**config.mk**
```make
export PLATFORM = sky130hd
export DESIGN_NAME = pcg32_bounded_random
export DESIGN_NICKNAME = d
export VERILOG_FILES = /design/src/pcgr_pkg.sv /design/src/pcgr_front.sv /design/src/pcgr_cmd_fifo.sv /design/src/pcgr_back.sv /design/src/pcg32_bounded_random.sv
export SDC_FILE = /design/constraint.sdc
export NUM_CORES = 2
export LEC_CHECK = 0
export BUFFER_PORTS_ARGS = -buffer_cell sky130_fd_sc_hd__buf_2
export CORE_MARGIN = 1
export CORE_UTILIZATION = 40
export CTS_CLUSTER_DIAMETER = 100
export DETAILED_ROUTE_END_ITERATION = 6
export SYNTH_ARGS = -nofsm -noshare
export SYNTH_HDL_FRONTEND = slang
export SYNTH_SLANG_ARGS = --single-unit
```
**constraint.sdc**
```tcl
create_clock -name clk_i -period 12.55 [get_ports clk_i]
set_clock_uncertainty 0.2 [all_clocks]
set_input_delay 2.51 -clock clk_i [delete_from_list [all_inputs] [get_ports clk_i]]
set_output_delay 2.51 -clock clk_i [all_outputs]
set_load 0.01 [all_outputs]
```
**src/pcgr_pkg.sv**
```systemverilog
// Shared constants, types and functions of the bounded PCG32 generator.
package pcgr_pkg;

  // LCG constants
  localparam logic [63:0] PcgMul = 64'd6364136223846793005;
  localparam logic [63:0] PcgInc = 64'd1442695040888963407;
  localparam logic [31:0] PcgMulLo = PcgMul[31:0];
  localparam logic [31:0] PcgMulHi = PcgMul[63:32];

  // State after reset: reseed with zero, folded at elaboration
  localparam logic [63:0] PcgResetState = PcgInc * PcgMul + PcgInc;

  // XSH-RR shift amounts
  localparam int unsigned XshShift = 18;
  localparam int unsigned OutShift = 27;
  localparam int unsigned RotShift = 59;

  // Operation codes
  localparam logic OpReseed = 1'b0;
  localparam logic OpDraw   = 1'b1;

  // Classified command: reseed carries seed + increment,
  // draw carries {mask, bound}
  typedef struct packed {
    logic        op;
    logic [63:0] data;
  } pcgr_cmd_t;

  // Ones covering the highest set bit of (b | 1)
  function automatic logic [31:0] cover_mask(input logic [31:0] b);
    logic [31:0] m;
    m = b | 32'd1;
    m = m | (m >> 1);
    m = m | (m >> 2);
    m = m | (m >> 4);
    m = m | (m >> 8);
    m = m | (m >> 16);
    return m;
  endfunction

  // XSH-RR output of one LCG state
  function automatic logic [31:0] pcg_output(input logic [63:0] s);
    logic [63:0] xs;
    logic [31:0] x;
    logic [4:0]  rot;
    logic [63:0] dbl;
    xs  = ((s >> XshShift) ^ s) >> OutShift;
    x   = xs[31:0];
    rot = 5'(s >> RotShift);
    dbl = {x, x} >> rot;
    return dbl[31:0];
  endfunction

endpackage

```
**src/pcgr_front.sv**
```systemverilog
// Front end: classifies an incoming beat into a reseed or draw command.
module pcgr_front import pcgr_pkg::*; (
  input  logic        operation_i,
  input  logic [63:0] seed_i,
  input  logic [31:0] bound_i,
  output pcgr_cmd_t   cmd_o
);

  // Reseed pre-adds the increment; draw precomputes its mask
  always_comb begin
    cmd_o.op = operation_i;
    if (operation_i == OpDraw) begin
      cmd_o.data = {cover_mask(bound_i), bound_i};
    end else begin
      cmd_o.data = seed_i + PcgInc;
    end
  end

endmodule

```
**src/pcgr_cmd_fifo.sv**
```systemverilog
// Two-entry command queue between front and back end.
module pcgr_cmd_fifo import pcgr_pkg::*; (
  input  logic      clk_i,
  input  logic      rst_ni,
  input  logic      push_i,
  input  pcgr_cmd_t data_i,
  output logic      full_o,
  input  logic      pop_i,
  output pcgr_cmd_t data_o,
  output logic      empty_o
);

  pcgr_cmd_t  mem_q [2];
  logic       wr_ptr_q, wr_ptr_d;
  logic       rd_ptr_q, rd_ptr_d;
  logic [1:0] cnt_q, cnt_d;
  logic       do_push, do_pop;

  assign full_o  = (cnt_q == 2'd2);
  assign empty_o = (cnt_q == 2'd0);
  assign data_o  = mem_q[rd_ptr_q];
  assign do_push = push_i && !full_o;
  assign do_pop  = pop_i && !empty_o;

  // Pointer and fill count update
  always_comb begin
    wr_ptr_d = do_push ? ~wr_ptr_q : wr_ptr_q;
    rd_ptr_d = do_pop ? ~rd_ptr_q : rd_ptr_q;
    cnt_d    = cnt_q;
    if (do_push && !do_pop) begin
      cnt_d = cnt_q + 2'd1;
    end else if (do_pop && !do_push) begin
      cnt_d = cnt_q - 2'd1;
    end
  end

  always_ff @(posedge clk_i or negedge rst_ni) begin
    if (!rst_ni) begin
      wr_ptr_q <= 1'b0;
      rd_ptr_q <= 1'b0;
      cnt_q    <= 2'd0;
    end else begin
      wr_ptr_q <= wr_ptr_d;
      rd_ptr_q <= rd_ptr_d;
      cnt_q    <= cnt_d;
    end
  end

  // Entry storage
  always_ff @(posedge clk_i) begin
    if (do_push) begin
      mem_q[wr_ptr_q] <= data_i;
    end
  end

endmodule

```
**src/pcgr_back.sv**
```systemverilog
// Back end: LCG state, shared 32x32 multiplier sequence, rejection loop, result register.
module pcgr_back import pcgr_pkg::*; (
  input  logic        clk_i,
  input  logic        rst_ni,
  input  pcgr_cmd_t   cmd_i,
  input  logic        cmd_empty_i,
  output logic        cmd_pop_o,
  input  logic        pop,
  output logic        empty,
  output logic [31:0] value_o
);

  localparam logic [2:0] StIdle = 3'd0;
  localparam logic [2:0] StTry  = 3'd1;
  localparam logic [2:0] StMul0 = 3'd2;
  localparam logic [2:0] StMul1 = 3'd3;
  localparam logic [2:0] StMul2 = 3'd4;
  localparam logic [2:0] StSum  = 3'd5;
  localparam logic [2:0] StOut  = 3'd6;

  logic [2:0]  st_q, st_d;
  logic [63:0] lcg_q, lcg_d;
  logic        res_valid_q, res_valid_d;
  logic [31:0] res_value_q;
  logic        op_q, op_d;
  logic [31:0] mask_q, mask_d;
  logic [31:0] bound_q, bound_d;
  logic [63:0] opnd_q, opnd_d;
  logic [31:0] cand_q, cand_d;
  logic [63:0] acc_q, acc_d;
  logic [31:0] cross_q, cross_d;
  logic [31:0] mul_a, mul_b;
  logic [63:0] mul_p;
  logic [63:0] next_state;
  logic        res_free;
  logic        res_we;

  assign empty    = !res_valid_q;
  assign value_o  = res_value_q;
  assign res_free = !res_valid_q || pop;

  // Shared multiplier: low x low, high x low, low x high in StMul0, StMul1 and StMul2
  assign mul_a = (st_q == StMul1) ? opnd_q[63:32] : opnd_q[31:0];
  assign mul_b = (st_q == StMul2) ? PcgMulHi : PcgMulLo;
  assign mul_p = 64'(mul_a) * 64'(mul_b);

  // Final sum of the mod 2^64 product plus increment
  assign next_state = acc_q + {cross_q, 32'd0} + PcgInc;

  // Sequencer
  always_comb begin
    st_d      = st_q;
    lcg_d     = lcg_q;
    op_d      = op_q;
    mask_d    = mask_q;
    bound_d   = bound_q;
    opnd_d    = opnd_q;
    cand_d    = cand_q;
    acc_d     = acc_q;
    cross_d   = cross_q;
    cmd_pop_o = 1'b0;
    res_we    = 1'b0;
    unique case (st_q)
      StIdle: begin
        if (!cmd_empty_i) begin
          cmd_pop_o = 1'b1;
          op_d      = cmd_i.op;
          mask_d    = cmd_i.data[63:32];
          bound_d   = cmd_i.data[31:0];
          opnd_d    = (cmd_i.op == OpDraw) ? lcg_q : cmd_i.data;
          cand_d    = pcg_output(lcg_q) & cmd_i.data[63:32];
          st_d      = StMul0;
        end
      end
      StTry: begin
        opnd_d = lcg_q;
        cand_d = pcg_output(lcg_q) & mask_q;
        st_d   = StMul0;
      end
      StMul0: begin
        acc_d = mul_p;
        st_d  = StMul1;
      end
      StMul1: begin
        cross_d = mul_p[31:0];
        st_d    = StMul2;
      end
      StMul2: begin
        cross_d = cross_q + mul_p[31:0];
        st_d    = StSum;
      end
      StSum: begin
        lcg_d = next_state;
        if (op_q == OpReseed) begin
          st_d = StIdle;
        end else if (cand_q > bound_q) begin
          st_d = StTry;
        end else if (res_free) begin
          res_we = 1'b1;
          st_d   = StIdle;
        end else begin
          st_d = StOut;
        end
      end
      StOut: begin
        if (res_free) begin
          res_we = 1'b1;
          st_d   = StIdle;
        end
      end
      default: begin
        st_d = StIdle;
      end
    endcase
  end

  // Result slot occupancy
  always_comb begin
    res_valid_d = res_valid_q;
    if (res_we) begin
      res_valid_d = 1'b1;
    end else if (pop) begin
      res_valid_d = 1'b0;
    end
  end

  always_ff @(posedge clk_i or negedge rst_ni) begin
    if (!rst_ni) begin
      st_q        <= StIdle;
      lcg_q       <= PcgResetState;
      res_valid_q <= 1'b0;
    end else begin
      st_q        <= st_d;
      lcg_q       <= lcg_d;
      res_valid_q <= res_valid_d;
    end
  end

  // Datapath registers
  always_ff @(posedge clk_i) begin
    op_q    <= op_d;
    mask_q  <= mask_d;
    bound_q <= bound_d;
    opnd_q  <= opnd_d;
    cand_q  <= cand_d;
    acc_q   <= acc_d;
    cross_q <= cross_d;
    if (res_we) begin
      res_value_q <= cand_q;
    end
  end

  // A result never exceeds its bound
  a_res_in_bound: assert property (@(posedge clk_i) disable iff (!rst_ni)
    res_we |-> (cand_q <= bound_q))
    else $error("result above bound");

  // A result never overwrites one still waiting
  a_no_overwrite: assert property (@(posedge clk_i) disable iff (!rst_ni)
    res_we |-> (!res_valid_q || pop))
    else $error("result slot overwritten");

  // Commands are taken only when idle and present
  a_pop_idle: assert property (@(posedge clk_i) disable iff (!rst_ni)
    cmd_pop_o |-> (st_q == StIdle && !cmd_empty_i))
    else $error("command popped out of idle");

  // Multiply sequence runs to the sum without gaps
  a_mul_seq: assert property (@(posedge clk_i) disable iff (!rst_ni)
    (st_q == StMul0) |=> (st_q == StMul1) ##1 (st_q == StMul2) ##1 (st_q == StSum))
    else $error("multiply sequence broken");

  // The LCG state changes only at the final sum
  a_state_update: assert property (@(posedge clk_i) disable iff (!rst_ni)
    (st_q != StSum) |=> $stable(lcg_q))
    else $error("state changed outside sum step");

endmodule

```
**src/pcg32_bounded_random.sv**
```systemverilog
// Flow: the back end takes a command only in StIdle and steps through StMul0, StMul1,
// StMul2 and StSum; a reseed ends there, a passing draw is written to the result
// register (via StOut while it is full), a rejected draw reruns StTry and the multiply
// states. Each LCG step is three partial products on the shared 32x32 multiplier plus a
// sum; a 2-entry command queue and a result register decouple input and output.
// Reset: asynchronous, active low; state becomes that of a reseed with seed zero.
module pcg32_bounded_random import pcgr_pkg::*; (
  input  logic        clk_i,
  input  logic        rst_ni,
  input  logic        push,
  output logic        full,
  input  logic        operation_i,
  input  logic [63:0] seed_i,
  input  logic [31:0] bound_i,
  output logic        empty,
  input  logic        pop,
  output logic [31:0] value_o
);

  pcgr_cmd_t front_cmd;
  pcgr_cmd_t back_cmd;
  logic      cmd_empty;
  logic      cmd_pop;

  // Classify incoming beat
  pcgr_front u_front (
    .operation_i (operation_i),
    .seed_i      (seed_i),
    .bound_i     (bound_i),
    .cmd_o       (front_cmd)
  );

  // Command queue
  pcgr_cmd_fifo u_cmd_fifo (
    .clk_i   (clk_i),
    .rst_ni  (rst_ni),
    .push_i  (push),
    .data_i  (front_cmd),
    .full_o  (full),
    .pop_i   (cmd_pop),
    .data_o  (back_cmd),
    .empty_o (cmd_empty)
  );

  // Generator and rejection loop
  pcgr_back u_back (
    .clk_i       (clk_i),
    .rst_ni      (rst_ni),
    .cmd_i       (back_cmd),
    .cmd_empty_i (cmd_empty),
    .cmd_pop_o   (cmd_pop),
    .pop         (pop),
    .empty       (empty),
    .value_o     (value_o)
  );

endmodule

```
==> run_results.csv <==
group,metric,value,unit
route,wl_met3,8.99,mm
cts,cts_tree,"built",
placement,routabilityCongestion,0.984,
grt,grt_pass1_vias,35100,
run,maxCapViolations,0,
logic_synthesis,syn_avg_cell_area,10.4,sq um
route,met2_length,68.1,mm
timing,finalMaxSlewViolations,0,
setup_path,critPathMaxFanout,13,
setup_path,required,12710,ps
floorplan,die_x,356,um
cts,post_cts_resized,0,
setup_path,worst_path_most_repeated_cell,"fa_1",
grt,grt_pass1_wl,226,mm
timing,grt_setup_unrepaired,"false",
logic_synthesis,syn-cell-area,50200,sq um
cts,clk_path_buf_depth,3,
logic_synthesis,synth.top_cell.area_share,25.0,%
logic_synthesis,synth-seq-cells,491,
logic_synthesis,synth_ff_type,"edfxtp_1",
timing,tns,0,ps
timing,maxSlewHeadroom,25.9,%
route,post_drt_wl_per_cell,22.7,um
floorplan,start_util,40.5,%
setup_path,crit_type,"flop to flop",
floorplan,ios,135,
timing,finalSetupViolCount,0,
floorplan,core,124000,sq um
setup_path,max_stage_delay,650,ps
placement,dpl.hpwl,125,mm
worst_hold_path,min_path_type,"flop to flop",
cts,clk_pin_slew,60,ps
cts,numClockSinks,491,
logic_synthesis,synth.largest_area_cell,"edfxtp_1",
logic_synthesis,yosys.cell_types.count,90,
grt,groute.usage.overall,23.8,%
route,vias,35200,
logic_synthesis,ys_seq_area_share,28.7,%
final_layout,drive_above_1_share,8.86,%
setup_path,crit_path_end_kind,"flop",
timing,worst_slack,1620,ps
cts,cts-root-buf,"clkbuf_16",
route,detail-route-antenna-nets,0,
logic_synthesis,synthTopCellsByCount,"819 x inv_1, 596 x ha_1, 546 x fa_1",
logic_synthesis,ys_warn_count,0,
logic_synthesis,synth_edf_count,419,
floorplan,die_area,127000,sq um
route,drt-pass1-iter-count,5,
route,avgViaCountPerCell,5.32,
final_layout,antenna_cells,0,
timing,hold_viol,0,
route,drt_iter0_drc,2648,
timing,finalCriticalPeriod,10930,ps
grt,grt_max_degree,98,
status,status,"finished, final reports clean",
logic_synthesis,ys_async_sr_fraction,14.7,%
final_layout,finalNetCount,6172,
cts,cts_setup_buffers,0,
floorplan,num_rows,129,
cts,cts_buffers,54,
placement,portBuffers,134,
cts,insertion_delay,620,ps
route,wl_met1,69.9,mm
logic_synthesis,synth.area.top_cells,"edfxtp_1 25%, fa_1 22%, ha_1 15%",
final_layout,syn_to_final_growth,8.83,%
setup_path,cp.arrival,11080,ps
timing,max_freq,0.0915,GHz
route,drt_wl_total,150,mm
timing,period_share,87.1,%
placement,preCtsSetupSlack,1740,ps
setup_path,slowest_stage,"nand3b_1",
route,drc_errors,0,
setup_path,startpoint_type,"flop",
logic_synthesis,synthCells,4820,
grt,grt_overflow,0,
cts,cts_hold_buf,0,
route,topRoutingLayerUsed,"met5",
cts,h-tree-depth,2,
floorplan,dieHeight,356,um
timing,hold_slack,267,ps
grt,antenna_found_initial,1,
logic_synthesis,yosysMostFrequentCell,"inv_1",
timing,worst_slew_pin_slew,1080,ps
-- state kept, by name (all words and copies together), names as in the netlist --
signal and count:
u_back.cand_q 32, u_back.acc_q 64, u_back.res_valid_q 1, u_back.lcg_q 64, u_cmd_fifo.cnt_q 2, u_cmd_fifo.mem_q 130, u_back.cross_q 32, u_cmd_fifo.wr_ptr_q 1
u_cmd_fifo.rd_ptr_q 1, u_back.bound_q 32, u_back.mask_q 32, u_back.st_q 3, u_back.opnd_q 64, u_back.value_o 32, u_back.op_q 1
-- path summary, 6_finish.rpt --
check | startpoint | end | slack [ps] | cells past startpoint
worst max-delay path | u_back.st_q[1] | u_back.cross_q[31] | 1620 | 35
worst min-delay path | u_back.cand_q[4] | u_back.value_o[4] | 270 | 0
worst max register to register | u_back.st_q[1] | u_back.cross_q[31] | 1620 | 35
worst min register to register | u_back.cand_q[4] | u_back.value_o[4] | 270 | 0
max in group asynchronous | rst_ni | u_cmd_fifo.rd_ptr_q | 9400 | 2
min in group asynchronous | rst_ni | u_back.lcg_q[61] | 1590 | 1
-- worst max-delay path: cells and delay by family (launching register included) --
family                   cells  cell delay [ps]
AND/OR/NAND/NOR              3             1020
multiplexers                 2              710
XOR/XNOR                     3              520
adder cells (fa/ha/maj)     10             3970
flip-flops                   1              610
AO/OA/AOI/OAI               11             2630
buffers and inverters        6             1000
-- logic make-up after synthesis --
group,share of synthesized area [%]
compound gates,10.3
xor+xnor,3.84
fa+ha+maj,36.6
buf+inv,7.29
flops,28.7
mux,4.63
other cells,0.0149
simple gates,8.65
-- layer usage --
layer,vias to the layer above,global-route usage [%]
met1,17600,35.1
met4,2,5.22
met3,150,3.38
met5,-,0
met2,972,37.2
li1,16400,-
-- placed cells by master, fill, tap and decap left out, types with 46 or more instances in the layout --
cell,n
nor2_1,276
xor2_1,97
a21o_1,92
inv_1,818
xnor2_1,123
mux2i_1,112
mux2_2,87
nand4_1,47
nand2_1,351
fa_1,546
ha_1,596
a21oi_1,243
clkbuf_16,58
a211oi_1,47
o21ai_0,271
edfxtp_1,419
buf_2,133
nand3_1,46
-- through the flow --
stage	instances	area, sq um	util (%)
floorplan	4849	50300	-
CTS	6612	54700	44.0
global route	6612	54700	44.0
detailed placement	6510	52900	42.6
global placement	6510	52900	42.6
finish	6612	54700	44.0
-- area by class of cell --
class / count / area (sq um)
multi-input cells: 3385 / 32300
inverters: 824 / 3090
flip-flops and latches: 491 / 14400
fillers: 11700 / 69400
well taps: 1637 / 2050
clock buffers: 78 / 1590
repair buffers: 173 / 966
clock inverters: 24 / 235
Power is left out: the tool's default activity adds up to more than one toggle a clock period on the data nets, which glitch-free logic cannot reach.
